File: config.mk
export PLATFORM = sky130hd
export DESIGN_NAME = chunky_to_planar_rect_writer_top
export DESIGN_NICKNAME = d
export VERILOG_FILES = /design/src/hw/rtl/c2p_pkg.sv /design/src/hw/rtl/c2p_cfg_regs.sv /design/src/hw/rtl/c2p_transpose.sv /design/src/hw/rtl/c2p_sequencer.sv /design/src/hw/rtl/chunky_to_planar_rect_writer_top.sv
export SDC_FILE = /design/constraint.sdc
export NUM_CORES = 1
export LEC_CHECK = 0
export BUFFER_PORTS_ARGS = -buffer_cell sky130_fd_sc_hd__buf_2
export CAP_MARGIN = 20
export CORE_UTILIZATION = 30
export CTS_BUF_LIST = sky130_fd_sc_hd__clkbuf_8
export DETAILED_ROUTE_END_ITERATION = 7
export GPL_TIMING_DRIVEN = 1
export PLACE_DENSITY = 0.53
export SLEW_MARGIN = 0
export SYNTH_ARGS = -nofsm -noshare
export SYNTH_HDL_FRONTEND = slang
export SYNTH_SLANG_ARGS = --single-unit
File: constraint.sdc
create_clock -name clk -period 16.21 [get_ports clk]
set_clock_uncertainty 0.2 [all_clocks]
set_input_delay 3.242 -clock clk [delete_from_list [all_inputs] [get_ports clk]]
set_output_delay 3.242 -clock clk [all_outputs]
set_load 0.01 [all_outputs]
File: src/hw/rtl/c2p_pkg.sv
// ----------------------------------------------------------------------------
// c2p_pkg: shared types and constants of the chunky-to-planar writer
// Beat structs, configuration register codes and the configuration bundle.
// ----------------------------------------------------------------------------
package c2p_pkg;

  localparam int PLANE_COUNT  = 8;
  localparam int MAX_EXTENT   = 2048;
  localparam int OFFSET_W     = 20;
  localparam int CFG_ADDR_W   = 3;
  localparam int CFG_DATA_W   = 12;
  localparam int BPR_RESET    = 80;

  typedef enum logic [CFG_ADDR_W-1:0] {
    REG_DEST_X        = 3'd0,
    REG_DEST_Y        = 3'd1,
    REG_RECT_WIDTH    = 3'd2,
    REG_RECT_HEIGHT   = 3'd3,
    REG_BYTES_PER_ROW = 3'd4,
    REG_LONG_MODE     = 3'd5
  } cfg_reg_t;

  typedef struct packed {
    logic [31:0] pixels_left;
    logic [31:0] pixels_right;
  } in_beat_t;

  typedef struct packed {
    logic [OFFSET_W-1:0] byte_offset;
    logic [31:0]         plane0_word;
    logic [31:0]         plane1_word;
    logic [31:0]         plane2_word;
    logic [31:0]         plane3_word;
    logic [31:0]         plane4_word;
    logic [31:0]         plane5_word;
    logic [31:0]         plane6_word;
    logic [31:0]         plane7_word;
    logic                store_is_long;
    logic                rect_done;
  } out_beat_t;

  typedef logic [PLANE_COUNT-1:0][7:0] plane_bytes_t;

  typedef struct packed {
    logic [10:0]         dest_x;
    logic [10:0]         dest_y;
    logic [11:0]         rect_width;
    logic [11:0]         rect_height;
    logic [8:0]          bytes_per_row;
    logic                long_store_mode;
    logic [OFFSET_W-1:0] start_offset;
  } cfg_t;

  typedef struct packed {
    logic                restart;
    logic [OFFSET_W-1:0] start_offset;
  } cfg_wr_t;

endpackage

File: src/hw/rtl/c2p_cfg_regs.sv
// ----------------------------------------------------------------------------
// c2p_cfg_regs: configuration register file
// Holds the rectangle setup and the offset of its top-left store.
// ----------------------------------------------------------------------------
module c2p_cfg_regs (
  input  logic                                clk,
  input  logic                                rst_n,
  input  logic                                cfg_we,
  input  logic [c2p_pkg::CFG_ADDR_W-1:0]      cfg_addr,
  input  logic [c2p_pkg::CFG_DATA_W-1:0]      cfg_wdata,
  output c2p_pkg::cfg_t                       cfg,
  output c2p_pkg::cfg_wr_t                    cfg_wr
);
  import c2p_pkg::*;

  cfg_t cfg_r;
  cfg_t cfg_nxt;
  logic hit;
  logic [OFFSET_W-1:0] prod;

  always_comb begin
    cfg_nxt = cfg_r;
    hit     = 1'b0;
    if (cfg_we) begin
      hit = 1'b1;
      unique case (cfg_reg_t'(cfg_addr))
        REG_DEST_X:        cfg_nxt.dest_x          = cfg_wdata[10:0];
        REG_DEST_Y:        cfg_nxt.dest_y          = cfg_wdata[10:0];
        REG_RECT_WIDTH:    cfg_nxt.rect_width      = cfg_wdata[11:0];
        REG_RECT_HEIGHT:   cfg_nxt.rect_height     = cfg_wdata[11:0];
        REG_BYTES_PER_ROW: cfg_nxt.bytes_per_row   = cfg_wdata[8:0];
        REG_LONG_MODE:     cfg_nxt.long_store_mode = cfg_wdata[0];
        default:           hit = 1'b0;
      endcase
    end
    // top-left store: dest_y * stride + dest_x / 8
    prod = OFFSET_W'(20'(cfg_nxt.dest_y) * 20'(cfg_nxt.bytes_per_row));
    cfg_nxt.start_offset = prod + OFFSET_W'(cfg_nxt.dest_x[10:3]);
  end

  always_ff @(posedge clk) begin
    if (!rst_n) begin
      cfg_r <= '{bytes_per_row: 9'(BPR_RESET), default: '0};
    end else if (hit) begin
      cfg_r <= cfg_nxt;
    end
  end

  assign cfg                 = cfg_r;
  assign cfg_wr.restart      = hit;
  assign cfg_wr.start_offset = cfg_nxt.start_offset;

endmodule

File: src/hw/rtl/c2p_transpose.sv
// ----------------------------------------------------------------------------
// c2p_transpose: 8x8 bit-matrix transpose
// Turns eight chunky pixels into one byte per bitplane, pixel 0 in bit 7.
// ----------------------------------------------------------------------------
module c2p_transpose (
  input  c2p_pkg::in_beat_t     pix,
  output c2p_pkg::plane_bytes_t planes
);
  import c2p_pkg::*;

  logic [7:0][7:0] px;

  always_comb begin
    for (int i = 0; i < 4; i++) begin
      px[i]     = pix.pixels_left[31-8*i -: 8];
      px[i + 4] = pix.pixels_right[31-8*i -: 8];
    end
    for (int p = 0; p < PLANE_COUNT; p++) begin
      for (int i = 0; i < 8; i++) begin
        planes[p][7-i] = px[i][p];
      end
    end
  end

endmodule

File: src/hw/rtl/c2p_sequencer.sv
// ----------------------------------------------------------------------------
// c2p_sequencer: rectangle walk and long-store gather
// Tracks row, group and offset, gathers groups in long mode, builds stores.
// ----------------------------------------------------------------------------
module c2p_sequencer (
  input  logic                  clk,
  input  logic                  rst_n,
  input  c2p_pkg::cfg_t         cfg,
  input  c2p_pkg::cfg_wr_t      cfg_wr,
  input  logic                  step,
  input  c2p_pkg::plane_bytes_t planes,
  output logic                  res_valid,
  output c2p_pkg::out_beat_t    res
);
  import c2p_pkg::*;

  logic [11:0]             row_count_r, row_count_nxt;
  logic [8:0]              group_count_r, group_count_nxt;
  logic [OFFSET_W-1:0]     cur_offset_r, cur_offset_nxt;
  logic [OFFSET_W-1:0]     row_base_r, row_base_nxt;
  logic [1:0]              gather_count_r, gather_count_nxt;
  logic [PLANE_COUNT-1:0][23:0] gather_r, gather_nxt;

  logic [11:0] w_eff, h_eff;
  logic [8:0]  per_row;
  logic        empty;
  logic [8:0]  group_inc;
  logic [11:0] row_inc;
  logic        row_end, last_row;
  logic        emit;
  logic [OFFSET_W-1:0] next_row_base;
  logic [PLANE_COUNT-1:0][31:0] words;

  always_comb begin
    w_eff = (cfg.rect_width  > 12'(MAX_EXTENT)) ? 12'(MAX_EXTENT) : cfg.rect_width;
    h_eff = (cfg.rect_height > 12'(MAX_EXTENT)) ? 12'(MAX_EXTENT) : cfg.rect_height;
    empty = (w_eff == 12'd0) || (h_eff == 12'd0);
    if (cfg.long_store_mode) begin
      per_row = {7'((13'(w_eff) + 13'd31) >> 5), 2'b00};
    end else begin
      per_row = 9'((13'(w_eff) + 13'd7) >> 3);
    end
    group_inc     = group_count_r + 9'd1;
    row_inc       = row_count_r + 12'd1;
    row_end       = group_inc >= per_row;
    last_row      = row_inc >= h_eff;
    next_row_base = row_base_r + OFFSET_W'(cfg.bytes_per_row);
    emit          = step && !empty &&
                    (!cfg.long_store_mode || (gather_count_r == 2'd3));
  end

  always_comb begin
    row_count_nxt    = row_count_r;
    group_count_nxt  = group_count_r;
    cur_offset_nxt   = cur_offset_r;
    row_base_nxt     = row_base_r;
    gather_count_nxt = gather_count_r;
    gather_nxt       = gather_r;
    for (int p = 0; p < PLANE_COUNT; p++) begin
      if (cfg.long_store_mode) begin
        words[p] = {gather_r[p], planes[p]};
      end else begin
        words[p] = {24'd0, planes[p]};
      end
    end
    if (cfg_wr.restart) begin
      row_count_nxt    = '0;
      group_count_nxt  = '0;
      gather_count_nxt = '0;
      cur_offset_nxt   = cfg_wr.start_offset;
      row_base_nxt     = cfg_wr.start_offset;
    end else if (step && !empty) begin
      if (!emit) begin
        // gather one more group, oldest byte moves up
        for (int p = 0; p < PLANE_COUNT; p++) begin
          gather_nxt[p] = {gather_r[p][15:0], planes[p]};
        end
        gather_count_nxt = gather_count_r + 2'd1;
        group_count_nxt  = group_inc;
      end else begin
        gather_count_nxt = '0;
        if (row_end) begin
          group_count_nxt = '0;
          if (last_row) begin
            row_count_nxt  = '0;
            cur_offset_nxt = cfg.start_offset;
            row_base_nxt   = cfg.start_offset;
          end else begin
            row_count_nxt  = row_inc;
            cur_offset_nxt = next_row_base;
            row_base_nxt   = next_row_base;
          end
        end else begin
          group_count_nxt = group_inc;
          cur_offset_nxt  = cur_offset_r +
                            (cfg.long_store_mode ? OFFSET_W'(4) : OFFSET_W'(1));
        end
      end
    end
  end

  always_comb begin
    res_valid         = emit;
    res.byte_offset   = cur_offset_r;
    res.plane0_word   = words[0];
    res.plane1_word   = words[1];
    res.plane2_word   = words[2];
    res.plane3_word   = words[3];
    res.plane4_word   = words[4];
    res.plane5_word   = words[5];
    res.plane6_word   = words[6];
    res.plane7_word   = words[7];
    res.store_is_long = cfg.long_store_mode;
    res.rect_done     = row_end && last_row;
  end

  always_ff @(posedge clk) begin
    if (!rst_n) begin
      row_count_r    <= '0;
      group_count_r  <= '0;
      cur_offset_r   <= '0;
      row_base_r     <= '0;
      gather_count_r <= '0;
    end else begin
      row_count_r    <= row_count_nxt;
      group_count_r  <= group_count_nxt;
      cur_offset_r   <= cur_offset_nxt;
      row_base_r     <= row_base_nxt;
      gather_count_r <= gather_count_nxt;
    end
  end

  always_ff @(posedge clk) begin
    gather_r <= gather_nxt;
  end

  a_long_after_gather: assert property (@(posedge clk) disable iff (!rst_n)
    res_valid && res.store_is_long |-> gather_count_r == 2'd3)
    else $error("long store before four groups were gathered");

  a_row_in_range: assert property (@(posedge clk) disable iff (!rst_n)
    !empty |-> (row_count_r < h_eff) && (group_count_r < per_row))
    else $error("rectangle walk left the rectangle");

  a_done_restarts: assert property (@(posedge clk) disable iff (!rst_n)
    res_valid && res.rect_done |=> (row_count_r == 12'd0) && (group_count_r == 9'd0))
    else $error("walk did not restart after the last store");

  a_empty_silent: assert property (@(posedge clk) disable iff (!rst_n)
    empty |-> !res_valid)
    else $error("store produced for an empty rectangle");

endmodule

File: src/hw/rtl/chunky_to_planar_rect_writer_top.sv
// ----------------------------------------------------------------------------
// chunky_to_planar_rect_writer_top: chunky-to-planar rectangle writer
// Transposes 8-pixel groups into bitplane stores walking a rectangle.
// ----------------------------------------------------------------------------
// Pipeline: an accepted input beat is held in the input register; its store
//   is loaded into the result register when that register is free or drained.
// Throughput: one input beat per cycle while the result channel does not stall;
//   the transpose and counter update sit in a single pass between the input and result registers.
// Reset: synchronous active-low rst_n clears both pipeline stages and the
//   rectangle walk; configuration registers return to zero, bytes_per_row to 80.
module chunky_to_planar_rect_writer_top (
  input  logic                             clk,
  input  logic                             rst_n,
  // input channel: one beat is one group of eight chunky pixels
  input  logic                             in_valid,
  output logic                             in_ready,
  input  c2p_pkg::in_beat_t                in_data,
  // result channel: one beat is one bitplane store
  output logic                             out_valid,
  input  logic                             out_ready,
  output c2p_pkg::out_beat_t               out_data,
  // configuration write port
  input  logic                             cfg_we,
  input  logic [c2p_pkg::CFG_ADDR_W-1:0]   cfg_addr,
  input  logic [c2p_pkg::CFG_DATA_W-1:0]   cfg_wdata
);
  import c2p_pkg::*;

  logic         in_valid_r;
  in_beat_t     in_data_r;
  logic         out_valid_r;
  out_beat_t    out_data_r;
  logic         advance;

  cfg_t         cfg;
  cfg_wr_t      cfg_wr;
  plane_bytes_t planes;
  logic         res_valid;
  out_beat_t    res;

  // Move the held beat forward whenever the result register is free or
  // being drained this cycle; a beat that makes no store still advances.
  assign advance  = in_valid_r && (!out_valid_r || out_ready);
  // Take a new beat when the input register is empty or emptying.
  assign in_ready = !in_valid_r || advance;

  always_ff @(posedge clk) begin
    if (!rst_n) begin
      in_valid_r <= 1'b0;
    end else if (in_ready) begin
      in_valid_r <= in_valid;
    end
  end

  // Payload register: capture only on an accepted beat.
  always_ff @(posedge clk) begin
    if (in_valid && in_ready) begin
      in_data_r <= in_data;
    end
  end

  c2p_cfg_regs u_cfg (
    .clk       (clk),
    .rst_n     (rst_n),
    .cfg_we    (cfg_we),
    .cfg_addr  (cfg_addr),
    .cfg_wdata (cfg_wdata),
    .cfg       (cfg),
    .cfg_wr    (cfg_wr)
  );

  c2p_transpose u_transpose (
    .pix    (in_data_r),
    .planes (planes)
  );

  c2p_sequencer u_seq (
    .clk       (clk),
    .rst_n     (rst_n),
    .cfg       (cfg),
    .cfg_wr    (cfg_wr),
    .step      (advance),
    .planes    (planes),
    .res_valid (res_valid),
    .res       (res)
  );

  // Result register: load on advance, drop the beat once it is taken.
  always_ff @(posedge clk) begin
    if (!rst_n) begin
      out_valid_r <= 1'b0;
    end else if (advance) begin
      out_valid_r <= res_valid;
    end else if (out_ready) begin
      out_valid_r <= 1'b0;
    end
  end

  always_ff @(posedge clk) begin
    if (advance && res_valid) begin
      out_data_r <= res;
    end
  end

  assign out_valid = out_valid_r;
  assign out_data  = out_data_r;

endmodule

==> qor.log <==
[critical_path] slowest CP cell sky130_fd_sc_hd__mux2i_1
[layout] P&R area growth vs syn 19.2%
[pwr] switch share 0.241
[critical_path] sort of element at the end of the critical path register
[synth] library cells used by synthesis 68
[synth] leading post-synthesis cells by cell area sky130_fd_sc_hd__edfxtp_1, sky130_fd_sc_hd__dfxtp_1, sky130_fd_sc_hd__fa_1, sky130_fd_sc_hd__and2_1, sky130_fd_sc_hd__ha_1
[detailed_routing] post-detailed-routing wire length 70.1 mm
[cts] CTS Hold Bufs 0
[synth] synthesized instance count 2084
[global_routing] pin count of the biggest net entering global routing 183
[detailed_routing] number of remaining DRC errors 0
[critical_path] most repeated library cell on the critical path sky130_fd_sc_hd__fa_1
[global_routing] via count of the first global-routing pass 17520
[pwr] static power due to leakage 13.5 nW
[run_status] status completed
[synth] post-synthesis instance area 28200 um^2
[cts] depth of the CTS H-tree 3
[place] count of buffers from port buffering 363
[critical_path] CP arrival 9.78 ns
[pwr] Power per Cell Area 105 nW/um^2
[global_routing] GRT overflow 0
[critical_path] crit-path max cell delay 0.82 ns
[synth] proportion of synthesized chip area in sequential cells 0.666
[critical_path] startpoint class of the critical path input port
[place] GP Congestion 0.824
[layout] share of layout cells above drive strength 1 0.221
[die] Row Count 112
[die] count of pins on the block boundary 364
[sta] slew at the pin with the worst max-slew slack 1.06 ns
[pwr] Clock Power Share 0.403
[die] total die area 95300 um^2
[synth] most frequent cell after synthesis sky130_fd_sc_hd__edfxtp_1
[critical_path] Critical Path, Cell by Cell buf_2 > nand2b_1 > nor3b_2 > buf_4 > mux2i_1 > nor2_1 > fa_1 > fa_1 > inv_1 > fa_1 > inv_1 > fa_1 > inv_1 > fa_1 > inv_1 > ha_1 > o21a_1 > o221ai_1 > o31ai_1 > a21oi_1 > xnor2_1 > a31o_2 > o21bai_1
[cts] number of CTS-inserted buffers 114
[die] starting utilization of the core area 0.303
[detailed_routing] via/cell ratio 4.54
[detailed_routing] violation count after the first detailed-routing iteration 1138
[pwr] cell internal power dissipation 2.67 mW
[cts] Num Clock Sinks 672
[global_routing] overall global routing resource usage 0.144
[cts] Skew-Pair Late Insertion Delay 0.75 ns
[synth] share of flip-flops with an asynchronous set or reset after synthesis 0
[global_routing] first-pass GRT wire length 105 mm
[die] x dimension of the die 309 um
[sta] Worst Hold Margin 0.220 ns
[hold_path] classification of the worst-slack hold path register to register
[synth] number of warnings reported in the yosys synthesis log 0
[critical_path] worst-path maximum fanout 13
[synth] area fraction of the dominant cell type after synthesis 0.568
[sta] final period utilization 0.576
[layout] Finished Core Util 0.361
[synth] number of enable flip-flop cells after synthesis 534
[synth] dominant cell type by area after synthesis sky130_fd_sc_hd__edfxtp_1
[die] Core Box Area 93200 um^2
[pwr] sequential power share 0.546
[synth] mean cell area of the mapped netlist 13.5 um^2
[layout] final cell area excluding filler cells 33600 um^2
[layout] net count reported at finish 2756
[sta] Final Hold Fails 0
[detailed_routing] antenna violation net count after detailed routing 0
[synth] Most used DFF post-synth sky130_fd_sc_hd__edfxtp_1
[detailed_routing] router iterations before antenna repair 5
[pwr] relative contribution of combinational cells to total power 0.051
[cts] CTS tree yes
[synth] most frequent cells after synthesis sky130_fd_sc_hd__edfxtp_1, sky130_fd_sc_hd__and2_1, sky130_fd_sc_hd__nand2_1
[synth] Synthesized Nets 2331
[pwr] total power 3.52 mW
[sta] worst relative slew slack 0.271
[cts] post-CTS clock slew at the launch and capture registers of the worst setup and hold paths 0.07 ns
[pwr] Switch Pwr 0.847 mW
[synth] number of storage elements in the synthesis netlist 672
[die] Die Ht 309 um
[global_routing] number of antenna violations at the first check in global routing 6
[cts] CTS Root Cell sky130_fd_sc_hd__clkbuf_8
[job] number of max-cap violations 0
[pwr] maximum vdd ir drop 0.0614 mV
[sta] Slew Limit Fails 0
[detailed_routing] mean routed wirelength per cell 18.2 um
[sta] Setup Viol. Count Final 0
[critical_path] path type of the worst setup path input port to register
[sta] RSZ-0062 raised after global routing no
[critical_path] WP data required 16.65 ns
[cts] largest buffer count on any clock path 3
[sta] Highest Clock Rate 0.107 GHz
[detailed_routing] vias after detailed routing 17480
[cts] post-CTS setup buffers 0
[place] instance area after placement 31500 um^2
[cts] quantity of gates resized following cts 0
[sta] minimum clock period after layout 9.33 ns
[sta] Setup TNS Final 0 ns
[place] final HPWL from detailed placement 48.0 mm
[sequential cells by signal, summed over array words and instances, names as in the netlist]
name and count:
out_data 278, u_seq.gather_r 192, u_cfg.cfg 73, in_data_r 64, u_seq.cur_offset_r 20, u_seq.row_base_r 20
u_seq.row_count_r 12, u_seq.group_count_r 9, u_seq.gather_count_r 2, in_valid_r 1, out_valid 1
[worst max-delay path, delay by kind of cell]
| kind | cells | cell delay, ns |
|---|---|---|
| simple gates | 3 | 0.58 |
| xor+xnor | 1 | 0.18 |
| buf+inv | 6 | 0.58 |
| fa+ha+maj | 6 | 2.87 |
| mux | 1 | 0.82 |
| compound gates | 6 | 1.49 |
[layout make-up]
cell class	instances	area [um^2]
fill	9059	59500
antenna	6	15.0
sequential	672	18800
tap	1254	1570
clock inverter	82	483
timing repair buffer	388	2050
clock buffer	116	1600
multi-input combinational	1260	8850
inverter	73	282
[per-layer routing]
metal / up-vias / track usage / part of all wire
met5: - / 0 / 0.00096
met4: 10 / 0.0530 / 0.025
met3: 115 / 0.0328 / 0.068
met2: 556 / 0.237 / 0.48
met1: 8532 / 0.184 / 0.43
li1: 8267 / - / -
[per-stage QoR]
step	instances	setup slack (ns)
detailed placement	3643	6.15
CTS	3841	6.97
floorplan	2084	3.13
global route	3850	6.50
finish	3851	6.88
global placement	3643	6.26
[cell usage in the layout, fill, tap and decap left out, types with 19 or more instances in the layout]
cell type	Yosys	routed
sky130_fd_sc_hd__ha_1	94	94
sky130_fd_sc_hd__xor2_1	26	26
sky130_fd_sc_hd__dfxtp_1	138	137
sky130_fd_sc_hd__buf_4	1	22
sky130_fd_sc_hd__xnor2_1	41	41
sky130_fd_sc_hd__o21ai_0	70	70
sky130_fd_sc_hd__mux2i_1	35	35
sky130_fd_sc_hd__clkinv_1	1	20
sky130_fd_sc_hd__and2_1	201	200
sky130_fd_sc_hd__edfxtp_1	534	534
sky130_fd_sc_hd__nor3_1	20	19
sky130_fd_sc_hd__nand3_1	34	34
sky130_fd_sc_hd__a21oi_1	133	132
sky130_fd_sc_hd__nand2b_1	20	20
sky130_fd_sc_hd__inv_1	72	111
sky130_fd_sc_hd__fa_1	69	69
sky130_fd_sc_hd__nor2_1	161	160
sky130_fd_sc_hd__nand2_1	177	177
sky130_fd_sc_hd__buf_2	7	363
sky130_fd_sc_hd__clkbuf_8	0	116
[worst paths after layout]
| kind | end | slack [ns] | cells past startpoint | from |
|---|---|---|---|---|
| setup / recovery | u_seq.cur_offset_r[18] | 6.88 | 23 | cfg_addr[1] |
| hold / removal | u_seq.gather_r[130] | 0.22 | 0 | u_seq.gather_r[122] |
| setup reg to reg | u_seq.cur_offset_r[18] | 9.89 | 19 | u_cfg.cfg[26] |
| hold reg to reg | u_seq.gather_r[130] | 0.22 | 0 | u_seq.gather_r[122] |
[power by group through the flow]
| stage | registers (mW) | clock network, mW | logic (mW) |
|---|---|---|---|
| floorplan | 1.96 | 0 | 0.111 |
| global placement | 1.96 | 0 | 0.176 |
| detailed placement | 1.96 | 0 | 0.178 |
| CTS | 1.92 | 1.47 | 0.179 |
| global route | 1.92 | 1.55 | 0.199 |
| finish | 1.92 | 1.42 | 0.179 |
[logic make-up (layout without fill, tap and decap cells)]
group           count (synthesis)  in the layout  synth area share
simple gates                  681            681             0.120
flops                         672            672             0.666
compound gates                303            303            0.0644
fa+ha+maj                     163            163            0.0906
buf+inv                       152            659            0.0215
xor+xnor                       67             67            0.0208
mux                            46             46            0.0168
other cells                     0              6                 0
(Power assumes the default switching activity.)
